File: config.mk
export PLATFORM = sky130hd
export DESIGN_NAME = positive_volume_index_core
export DESIGN_NICKNAME = d
export VERILOG_FILES = /design/src/hw/rtl/pvi_pkg.sv /design/src/hw/rtl/positive_volume_index_core.sv /design/src/hw/rtl/pvi_div.sv
export SDC_FILE = /design/constraint.sdc
export NUM_CORES = 2
export LEC_CHECK = 0
export ABC_AREA = 1
export BUFFER_PORTS_ARGS = -buffer_cell sky130_fd_sc_hd__buf_4
export CORE_MARGIN = 8
export CORE_UTILIZATION = 30
export DETAILED_ROUTE_END_ITERATION = 8
export PLACE_DENSITY = 0.52
export SETUP_SLACK_MARGIN = 0.5
export SYNTH_ARGS = -nofsm -noshare
export SYNTH_HDL_FRONTEND = slang
export SYNTH_SLANG_ARGS = --single-unit
File: constraint.sdc
create_clock -name clk_i -period 14.4 [get_ports clk_i]
set_input_delay 1.44 -clock clk_i [delete_from_list [all_inputs] [get_ports clk_i]]
set_output_delay 1.44 -clock clk_i [all_outputs]
set_load 0.01 [all_outputs]
File: src/hw/rtl/pvi_pkg.sv
// Package for the positive volume index core: field widths, fixed-point
// layout and reset constants. No dependencies.
`default_nettype none

package pvi_pkg;

  localparam int unsigned CloseW     = 32;  // close price, unsigned Q16.16
  localparam int unsigned VolW       = 40;  // bar volume, unsigned integer
  localparam int unsigned IdxW       = 48;  // index, unsigned Q32.16
  localparam int unsigned RatioFracW = 24;  // fraction bits of the price ratio

  // Ratio magnitude = (diff << RatioFracW) / last_close
  localparam int unsigned DivDendW = CloseW + RatioFracW;
  localparam int unsigned QuotW    = DivDendW;
  localparam int unsigned DivCntW  = $clog2(QuotW);

  // Shift-add multiplier: ratio (zero padded) taken in 16-bit chunks, MSB first
  localparam int unsigned ChunkW    = 16;
  localparam int unsigned NumChunks = (QuotW + ChunkW - 1) / ChunkW;
  localparam int unsigned MagPadW   = NumChunks * ChunkW;
  localparam int unsigned ChunkSelW = $clog2(NumChunks);
  localparam int unsigned PpW       = ChunkW + IdxW;
  localparam int unsigned AccW      = QuotW + IdxW;
  localparam int unsigned DeltaW    = AccW - RatioFracW;
  localparam int unsigned MulStepW  = $clog2(NumChunks + 1);

  localparam logic [IdxW-1:0] SeedReset = IdxW'(65536000);  // 1000.0 in Q32.16

endpackage : pvi_pkg

`default_nettype wire

File: src/hw/rtl/positive_volume_index_core.sv
// Positive volume index core. Top level; uses pvi_pkg and pvi_div.
// One bar in, one index value out.
`default_nettype none

// Takes one bar per transfer (close price Q16.16, volume, series start flag)
// and returns one transfer holding the running index in Q32.16 plus a hold
// flag. A bar that starts a series, or the first bar after reset, reloads the
// index from the seed register. On later bars the index moves only when the
// volume rose and the previous close is nonzero: the relative change is
// formed with 24 fraction bits and applied to the index, both truncated. A
// rise that would leave the 48-bit range keeps the old index and sets
// overflow_held_o. The block holds one bar at a time; in_stall_o is high from
// the accepting edge until the result is loaded into the output register.
// Bars that skip the update (series start, first bar, volume not higher,
// previous close zero) go from the accepting edge straight to S_FIN, which
// loads the output register. Updating bars go from the accepting edge
// through the restoring divider (one quotient bit per cycle, 56-bit
// quotient), taking the quotient, the 16x48 shift-add multiply over four
// 16-bit ratio chunks, the index update and the output register load. A
// result still held by out_stall_i delays that last load. The output
// register lets the next bar enter while the previous result still waits on
// out_stall_i.
// The seed register seed_q is written through cfg_we_i/cfg_wdata_i and takes
// effect at the next series start or first bar after reset.

module positive_volume_index_core (
  input  wire logic                           clk_i,
  input  wire logic                           rst_ni,
  // configuration
  input  wire logic                           cfg_we_i,
  input  wire logic [pvi_pkg::IdxW-1:0]       cfg_wdata_i,
  // bar input
  input  wire logic                           in_valid_i,
  output logic                                in_stall_o,
  input  wire logic [pvi_pkg::CloseW-1:0]     close_price_i,
  input  wire logic [pvi_pkg::VolW-1:0]       bar_volume_i,
  input  wire logic                           series_start_i,
  // index output
  output logic                                out_valid_o,
  input  wire logic                           out_stall_i,
  output logic      [pvi_pkg::IdxW-1:0]       index_value_o,
  output logic                                overflow_held_o
);
  import pvi_pkg::*;

  typedef enum logic [2:0] {
    S_IDLE,
    S_DIV,
    S_MUL,
    S_UPD,
    S_FIN
  } state_e;

  state_e               state_q;
  logic [IdxW-1:0]      seed_q;
  logic [CloseW-1:0]    last_close_q;
  logic [VolW-1:0]      last_vol_q;
  logic [IdxW-1:0]      idx_q;
  logic                 have_prev_q;
  logic                 rise_q;
  logic                 held_q;
  logic [QuotW-1:0]     mag_q;
  logic [MulStepW-1:0]  mul_step_q;
  logic [PpW-1:0]       pp_q;
  logic [AccW-1:0]      acc_q;
  logic                 out_valid_q;
  logic [IdxW-1:0]      out_idx_q;
  logic                 out_held_q;

  logic                 in_xfer;
  logic                 out_xfer;
  logic                 reseed;
  logic                 do_update;
  logic                 rise;
  logic [CloseW-1:0]    diff;
  logic                 div_done;
  logic [QuotW-1:0]     div_quot;
  logic [MagPadW-1:0]   mag_pad;
  logic [ChunkSelW-1:0] chunk_sel;
  logic [ChunkW-1:0]    chunk;
  logic [PpW-1:0]       pp;
  logic [DeltaW-1:0]    delta;
  logic [IdxW:0]        sum;
  logic                 ovf;
  logic                 out_free;

  assign in_stall_o = (state_q != S_IDLE);
  assign in_xfer    = in_valid_i && !in_stall_o;
  assign out_xfer   = out_valid_q && !out_stall_i;
  assign out_free   = !out_valid_q || !out_stall_i;

  // Bar classification at accept time, against the previous bar's state
  assign reseed    = series_start_i || !have_prev_q;
  assign do_update = !reseed && (bar_volume_i > last_vol_q) && (last_close_q != '0);
  assign rise      = close_price_i >= last_close_q;
  assign diff      = rise ? close_price_i - last_close_q : last_close_q - close_price_i;

  pvi_div u_div (
    .clk_i      (clk_i),
    .rst_ni     (rst_ni),
    .start_i    (in_xfer && do_update),
    .dividend_i ({diff, RatioFracW'(0)}),
    .divisor_i  (last_close_q),
    .done_o     (div_done),
    .quot_o     (div_quot)
  );

  // Multiply chunk: most significant chunk first, so step k takes chunk (last - k)
  assign mag_pad   = MagPadW'(mag_q);
  assign chunk_sel = ChunkSelW'(NumChunks - 1) - mul_step_q[ChunkSelW-1:0];
  assign chunk     = mag_pad[chunk_sel*ChunkW +: ChunkW];
  assign pp        = PpW'(chunk) * PpW'(idx_q);

  // Update: delta = (mag * idx) >> 24
  assign delta = acc_q[AccW-1:RatioFracW];
  assign sum   = {1'b0, idx_q} + (IdxW+1)'(delta[IdxW-1:0]);
  assign ovf   = (delta[DeltaW-1:IdxW] != '0) || sum[IdxW];

  always_ff @(posedge clk_i or negedge rst_ni) begin
    if (!rst_ni) begin
      state_q      <= S_IDLE;
      seed_q       <= SeedReset;
      last_close_q <= '0;
      last_vol_q   <= '0;
      idx_q        <= SeedReset;
      have_prev_q  <= 1'b0;
      rise_q       <= 1'b0;
      held_q       <= 1'b0;
      mag_q        <= '0;
      mul_step_q   <= '0;
      pp_q         <= '0;
      acc_q        <= '0;
      out_valid_q  <= 1'b0;
      out_idx_q    <= '0;
      out_held_q   <= 1'b0;
    end else begin
      if (cfg_we_i) begin
        seed_q <= cfg_wdata_i;
      end
      // in S_FIN a drained output register is refilled below
      if (out_xfer && (state_q != S_FIN)) begin
        out_valid_q <= 1'b0;
      end

      unique case (state_q)
        S_IDLE: begin
          if (in_xfer) begin
            last_close_q <= close_price_i;
            last_vol_q   <= bar_volume_i;
            rise_q       <= rise;
            held_q       <= 1'b0;
            have_prev_q  <= 1'b1;
            if (reseed) begin
              idx_q <= seed_q;
            end
            state_q <= do_update ? S_DIV : S_FIN;
          end
        end
        S_DIV: begin
          if (div_done) begin
            mag_q      <= div_quot;
            mul_step_q <= '0;
            acc_q      <= '0;
            state_q    <= S_MUL;
          end
        end
        S_MUL: begin
          // steps 0..N-1 form partial products, steps 1..N accumulate them
          if (mul_step_q != MulStepW'(NumChunks)) begin
            pp_q <= pp;
          end
          if (mul_step_q != '0) begin
            acc_q <= (acc_q << ChunkW) + AccW'(pp_q);
          end
          if (mul_step_q == MulStepW'(NumChunks)) begin
            state_q <= S_UPD;
          end
          mul_step_q <= mul_step_q + 1'b1;
        end
        S_UPD: begin
          if (rise_q) begin
            if (ovf) begin
              held_q <= 1'b1;
            end else begin
              idx_q <= sum[IdxW-1:0];
            end
          end else begin
            // a fall never exceeds the index, clamp kept for safety
            if (delta > DeltaW'(idx_q)) begin
              idx_q <= '0;
            end else begin
              idx_q <= idx_q - delta[IdxW-1:0];
            end
          end
          state_q <= S_FIN;
        end
        S_FIN: begin
          if (out_free) begin
            out_valid_q <= 1'b1;
            out_idx_q   <= idx_q;
            out_held_q  <= held_q;
            state_q     <= S_IDLE;
          end
        end
        default: begin
          state_q <= S_IDLE;
        end
      endcase
    end
  end

  assign out_valid_o     = out_valid_q;
  assign index_value_o   = out_idx_q;
  assign overflow_held_o = out_held_q;

endmodule : positive_volume_index_core

`default_nettype wire

File: src/hw/rtl/pvi_div.sv
// Restoring divider, one quotient bit per cycle.
// Depends on pvi_pkg for operand widths.
`default_nettype none

module pvi_div (
  input  wire logic                           clk_i,
  input  wire logic                           rst_ni,
  input  wire logic                           start_i,
  input  wire logic [pvi_pkg::DivDendW-1:0]   dividend_i,
  input  wire logic [pvi_pkg::CloseW-1:0]     divisor_i,
  output logic                                done_o,
  output logic      [pvi_pkg::QuotW-1:0]      quot_o
);
  import pvi_pkg::*;

  logic [DivDendW-1:0] dq_q;     // dividend bits shift out, quotient bits shift in
  logic [CloseW-1:0]   rem_q;
  logic [CloseW-1:0]   dvs_q;
  logic [DivCntW-1:0]  cnt_q;
  logic                busy_q;
  logic                done_q;

  logic [CloseW:0]     rem_sh;
  logic [CloseW:0]     trial;
  logic                qbit;

  assign rem_sh = {rem_q, dq_q[DivDendW-1]};
  assign trial  = rem_sh - {1'b0, dvs_q};
  assign qbit   = ~trial[CloseW];

  always_ff @(posedge clk_i or negedge rst_ni) begin
    if (!rst_ni) begin
      busy_q <= 1'b0;
      done_q <= 1'b0;
      cnt_q  <= '0;
    end else begin
      // one-cycle pulse after the last quotient bit
      done_q <= busy_q && !start_i && (cnt_q == '0);
      if (start_i) begin
        busy_q <= 1'b1;
        cnt_q  <= DivCntW'(QuotW - 1);
      end else if (busy_q) begin
        if (cnt_q == '0) begin
          busy_q <= 1'b0;
        end
        cnt_q <= cnt_q - 1'b1;
      end
    end
  end

  always_ff @(posedge clk_i) begin
    if (start_i) begin
      dq_q  <= dividend_i;
      rem_q <= '0;
      dvs_q <= divisor_i;
    end else if (busy_q) begin
      dq_q  <= {dq_q[DivDendW-2:0], qbit};
      rem_q <= qbit ? trial[CloseW-1:0] : rem_sh[CloseW-1:0];
    end
  end

  assign done_o = done_q;
  assign quot_o = dq_q;

endmodule : pvi_div

`default_nettype wire
# ---- Word-level counts from Yosys, hierarchy flattened
# Index checks and enable logic that the tools add are counted.
dict set report op_classes {
  add_sub_neg 9
  mul 1
  order_cmp 3
  n_eq_ne 16
  shifts 1
  muxes 33
  n_bitwise 1
  reduce_logical 35
}
# op count
set op_table {}
lappend op_table {{two-way mux 48 bit} 5}
lappend op_table {{two-way mux 104 bit} 2}
lappend op_table {{case mux 104 bit (2 select lines)} 1}
lappend op_table {{two-way mux 56 bit} 2}
lappend op_table {{adder 104 x 64 -> 104 bit} 1}
lappend op_table {{case mux 48 bit (2 select lines)} 1}
lappend op_table {{> comparator 80 x 48 -> 1 bit} 1}
lappend op_table {{multiplier 16 x 48 -> 64 bit} 1}
lappend op_table {{two-way mux 32 bit} 2}
lappend op_table {{nonzero test 32 bit} 2}
lappend op_table {{variable part select 64 x 7 -> 16 bit} 1}
lappend op_table {{subtractor 32 bit} 2}
lappend op_table {{adder 48 x 48 -> 49 bit} 1}
lappend op_table {{subtractor 48 bit} 1}
lappend op_table {{> comparator 40 bit} 1}
lappend op_table {{subtractor 33 x 32 -> 33 bit} 1}
lappend op_table {{>= comparator 32 bit} 1}
lappend op_table {{two-way mux 3 bit} 6}
lappend op_table {{case mux 3 bit (5 select lines)} 1}
lappend op_table {{!= test 2 bit, second input constant} 7}
lappend op_table {{two-way mux 6 bit} 2}
lappend op_table {{AND reduction 4 bit} 3}
lappend op_table {{AND reduction 2 bit} 5}
lappend op_table {{two-way mux 1 bit} 9}
lappend op_table {{other kinds (19)} 40}
dict set report word_totals {
  ff_bits 579
  input_bits 126
  output_inout_bits 51
  wordCells 121
}

# ---- Depth between registers and ports, before layout
dict set report logic_depth {
  depth_word 9
  ltp_mapped 36
  depth_no_buf 33
}

# ---- Modules after synthesis
# A second synthesis with hierarchy kept.
dict set report unflattened {
  hier_cells 10369
  area_unflattened_um2 70765.4
}
# module instances cells_each area_per_inst_um2 seq_area_each_um2
set modules_own_cells {}
lappend modules_own_cells {positive_volume_index_core 1 9229 62786.5 11300.8}
lappend modules_own_cells {pvi_div 1 1140 7978.9 3483.3}

# ---- Worst setup path before layout
# No wires, ideal clock.
dict set report synth_timing {
  path_kind {register -> register}
  start {register mul_step_q[0]}
  end {register pp_q[50]}
  setup_time_ns 0.117
  t_arrival_ns 6.343
  required_time_ns 14.283
  setup_slack_ns 7.939
  stages_incl_launch_ff 32
  n_path_buf 3
  period_less_slack_ns 6.461
  path_cell_list {dfrtp_1 > buf_2 > inv_2 > clkbuf_1 > nand2_1 > nand3_1 > nand2_1 > inv_1 > clkbuf_1 > nand2_1 > fa_1 > inv_1 > fa_1 > inv_1 > fa_1 > inv_1 > fa_1 > fa_1 > inv_1 > fa_1 > inv_1 > ha_1 > a21oi_1 > o21ai_0 > o21bai_1 > inv_1 > o21ai_0 > nand2_1 > nand3_1 > or2_2 > nand3_1 > nand2_1}
}
dict set report synth_via {
  elab_chain_len 3
  elab_cells_between_ends 5
  cone_classes {add/sub: 1; mul: 1; eq/ne: 1; shift: 1; reduce/logical: 1}
}
# element line
set synth_lines {}
lappend synth_lines {{start: declaration} positive_volume_index_core.sv:63} ;# logic [MulStepW-1:0] mul_step_q;
lappend synth_lines {{start signal: assignment} positive_volume_index_core.sv:178} ;# mul_step_q <= mul_step_q + 1'b1;
lappend synth_lines {{subtractor 2 bit} positive_volume_index_core.sv:110} ;# assign chunk_sel = ChunkSelW'(NumChunks - 1) - mul_step_q[ChunkSelW-1:0];
lappend synth_lines {{variable part select 64 x 7 -> 16 bit} positive_volume_index_core.sv:111} ;# assign chunk = mag_pad[chunk_sel*ChunkW +: ChunkW];
lappend synth_lines {{multiplier 16 x 48 -> 64 bit} positive_volume_index_core.sv:112} ;# assign pp = PpW'(chunk) * PpW'(idx_q);
lappend synth_lines {{end signal: assignment} positive_volume_index_core.sv:170} ;# pp_q <= pp;
lappend synth_lines {{end: declaration} positive_volume_index_core.sv:64} ;# logic [PpW-1:0] pp_q;
# Several ways; a longest one is shown, not always the timed one.
# A chain may end at the register's enable or synchronous reset.

# ---- Worst setup path in the final report
dict set report layout_timing {
  start {register mul_step_q[0]}
  end {register pp_q[40]}
}
# The elaborated chain is that of the path after synthesis.

==> results by group <==
Drt
  – DRT iter0 DRCs: 5,991
  – DRC Markers: 0
  – Total wire length: 326,000 um
  – ANT nets after route: 0
  – 1st-pass router iterations: 8
  – Avg WL per Cell: 24.0 um
  – Vias: 68.5k
  – Vias per cell: 5.06

Floorplanning
  – Die span in x: 500 um
  – Die ar.: 0.250 mm2
  – Die Y: 500 um
  – Initial Util: 30.2%
  – Site Rows: 177
  – # IOs: 177
  – Core Area: 0.233 mm2

Setup path
  – Crit-path slowest cell: dfrtp_1
  – CP max FO: 35
  – Worst Path Buf+Inv: 7
  – Worst Setup EP: pp_q[40]$_DFFE_PN0P_
  – Slowest stage delay, CP: 0.86 ns
  – Cell mode on critical path: fa_1
  – WP data required: 14.97 ns
  – Crit. path cell count: 25
  – CP Class: reg2reg
  – FF-to-FF End: pp_q[40]$_DFFE_PN0P_
  – Crit path launch: mul_step_q[0]$_DFFE_PN0P_
  – Worst flop-to-flop path startpoint: mul_step_q[0]$_DFFE_PN0P_
  – Cells on worst reg2reg path: 25
  – Top delay family on crit path: adder cells
  – Reg2Reg Setup Slack: 5.27 ns
  – Critical Path Source Type: flop
  – CP endpoint kind: flop
  – Worst path arrival time: 9.70 ns

Run
  – Max-cap violation count: 0

Worst hold path
  – Hold Path Class: reg2reg

Clocking
  – CTS root buf: clkbuf_16
  – CTS max path bufs: 3
  – CTS H-tree lvls: 3
  – CTS Sinks: 579
  – Post-CTS Resized: 0
  – Num CTS Buffers: 76
  – Setup Buffers After CTS: 0
  – CTS Hold Buffers Added: 0
  – Clock transition at path regs: 0.06 ns
  – CTS tree: done
  – Skew-Pair Late Insertion Delay: 0.73 ns

GRT
  – Remaining Overflow, GRT: 0
  – Initial antenna violation count: 7
  – Vias in the first global route: 69.0k
  – Largest net degree at the start of global routing: 99
  – GRT Util Overall: 25.4%
  – First-pass GRT wire length: 472,000 um

Cells and area
  – Fillers: 25.7k
  – Share of cells above drive strength 1: 5.92%
  – Nets: 11.6k
  – Fin util: 33.2%
  – Synthesis-to-layout area growth: 9.90%
  – Post-route cell area: 0.0773 mm2
  – Multi-input gate area: 0.0468 mm2
  – Register area: 0.0145 mm2

Yosys
  – Synth area leaders: fa_1, nand2_1, dfrtp_1
  – Synth area leader: fa_1
  – Total number of yosys warnings: 0
  – Library cells used by synthesis: 59
  – Syn Inst Count: 10.3k
  – Ys async rst share: 79.3%
  – Number of flops mapped to enable cells by yosys: 64
  – Most frequent cell after synthesis: nand2_1
  – Ys flop type: dfrtp_1
  – Syn Std Cell Area: 0.0704 mm2
  – Yosys top cell area share: 18.4%
  – Mean area per synthesized cell: 6.80 um2
  – Seq cells post-synth: 579
  – Synth top cells by count: nand2_1, inv_1, nor2_1
  – Sequential fraction of the synthesis area: 20.7%
  – Synth Net Count: 11.6k

Timing
  – Setup TNS: 0 ns
  – Slew headroom: 17.5%
  – Slew at the pin with the worst max-slew slack: 1.24 ns
  – Hold Fails Final Rpt: 0
  – Final Max Tran Viols: 0
  – Tcrit/Tclk final: 63.4%
  – RSZ-0062 raised after global routing: false
  – Hold WS: 0.474 ns
  – Min cycle time layout: 9.13 ns
  – Setup-failing EPs final: 0
  – Fmax achieved: 110 MHz
  – Skew final: 0.0387 ns

Placed design
  – Gpl congestion: 1.04
  – HPWL after DPL: 263,000 um
  – Placement Cell Area: 0.0748 mm2
  – PortBufs: 176

Status
  – Status: finished, final reports clean

Power
  – Power Density: 52.3 mW/mm2
  – Lkg Pwr: 39.5 nW
  – Total power: 4.05 mW
  – Peak VDD IR: 0.0801 mV
## per-stage QoR
stage / std cells / setup slack, ns
global placement: 13413 / 5.38
finish: 13558 / 5.27
floorplan: 10342 / 7.94
CTS: 13551 / 5.44
global route: 13551 / 4.69
detailed placement: 13413 / 5.50
## cells by family (layout without fill, tap and decap cells)
logic type | Yosys count | count (layout) | synth area share (%)
DFF | 579 | 579 | 20.7
adders and majority gates | 1114 | 1114 | 26.7
and+or+nand+nor | 5034 | 5034 | 29.1
buffers and inverters | 2316 | 2393 | 12.9
muxes | 25 | 25 | 0.400
other | 0 | 7 | 0
xor gates and xnor gates | 116 | 116 | 1.44
AOI/OAI and AO/OA | 1158 | 1158 | 8.79
## power by group
part | leakage [nW] | switching [mW] | internal [mW]
Clock | 1.21 | 0.853 | 1.11
Combinational | 31.1 | 0.273 | 0.123
Sequential | 7.15 | 0.0177 | 1.68
## layout make-up
| cell class | instances | area share, % |
|---|---|---|
| antenna | 7 | 0.0227 |
| clock buffer | 109 | 2.78 |
| clock inverter | 29 | 0.437 |
| inverter | 1966 | 9.55 |
| multi-input combinational | 7447 | 60.5 |
| sequential | 579 | 18.8 |
| tap | 3132 | 5.07 |
| timing repair buffer | 289 | 2.82 |
## worst reg2reg max path, stage by stage (launching register included)
cell and delay (ns):
dfrtp_1 0.86, inv_2 0.38, nor2_1 0.42, nand2_1 0.09, nand2_1 0.51, clkinv_1 0.16
buf_4 0.30, nor2_1 0.51, fa_1 0.52, fa_1 0.54, fa_1 0.53, fa_1 0.54
fa_1 0.55, inv_1 0.06, fa_1 0.55, inv_1 0.06, ha_1 0.38, nand2_1 0.11
nor2_1 0.25, inv_1 0.11, nor2_1 0.37, inv_1 0.18, o21ai_0 0.58, nand2_1 0.18
nand4_1 0.15, a31oi_1 0.10
## flip-flops by register name, indices dropped and copies added, names as in the netlist, 40 cells and up
register,cells
acc_q,104
pp_q,64
mag_q,56
u_div.quot_o,56
idx_q,48
index_value_o,48
seed_q,48
last_vol_q,40
## routing by layer
| metal | global-route usage (%) | vias to the layer above | share of wire [%] |
|---|---|---|---|
| met4 | 12.0 | 2 | 5.6 |
| met2 | 40.3 | 2934 | 44 |
| met3 | 5.28 | 640 | 8.2 |
| li1 | - | 31554 | - |
| met1 | 33.2 | 33417 | 42 |
| met5 | 0 | - | 0.0040 |
## cells in the final DEF, fill, tap and decap left out, drive strengths merged, types with 4 or more instances in the layout
master / Yosys / layout
clkbuf: 207 / 109
mux2: 25 / 25
buf: 143 / 289
nand3b: 15 / 15
o21ai: 573 / 573
diode: 0 / 7
nor3: 57 / 57
nor4: 33 / 33
o21bai: 31 / 31
dfstp: 12 / 12
nor2: 1038 / 1038
o211ai: 9 / 9
clkinv: 25 / 41
a22o: 16 / 16
xor2: 67 / 67
nand2: 3273 / 3273
nand4: 103 / 103
o21a: 19 / 19
and3: 4 / 4
dfrtp: 447 / 447
a21o: 22 / 22
nand3: 488 / 488
a21boi: 11 / 11
o22ai: 16 / 16
edfxtp: 64 / 64
fa: 648 / 648
or2: 18 / 18
inv: 1941 / 1948
a31oi: 18 / 18
and2: 5 / 5
xnor2: 49 / 49
dfxtp: 56 / 56
a21oi: 433 / 433
ha: 466 / 466
## how the worst min path moves through the flow
stage                                         endpoint  cells past startpoint                         start  slack [ns]
after floorplan                have_prev_q$_DFFE_PN0P_                      2       have_prev_q$_DFFE_PN0P_        0.42
after global placement         have_prev_q$_DFFE_PN0P_                      2       have_prev_q$_DFFE_PN0P_        0.43
after detailed placement       have_prev_q$_DFFE_PN0P_                      2       have_prev_q$_DFFE_PN0P_        0.45
after CTS                 u_div.rem_q[10]$_SDFFE_PP0P_                      2  u_div.rem_q[10]$_SDFFE_PP0P_        0.47
after global routing             mag_q[28]$_DFFE_PN0P_                      2    u_div.quot_o[28]$_DFFE_PP_        0.49
final                     u_div.rem_q[14]$_SDFFE_PP0P_                      2  u_div.rem_q[14]$_SDFFE_PP0P_        0.47
Power figures use the tool's default switching activity.
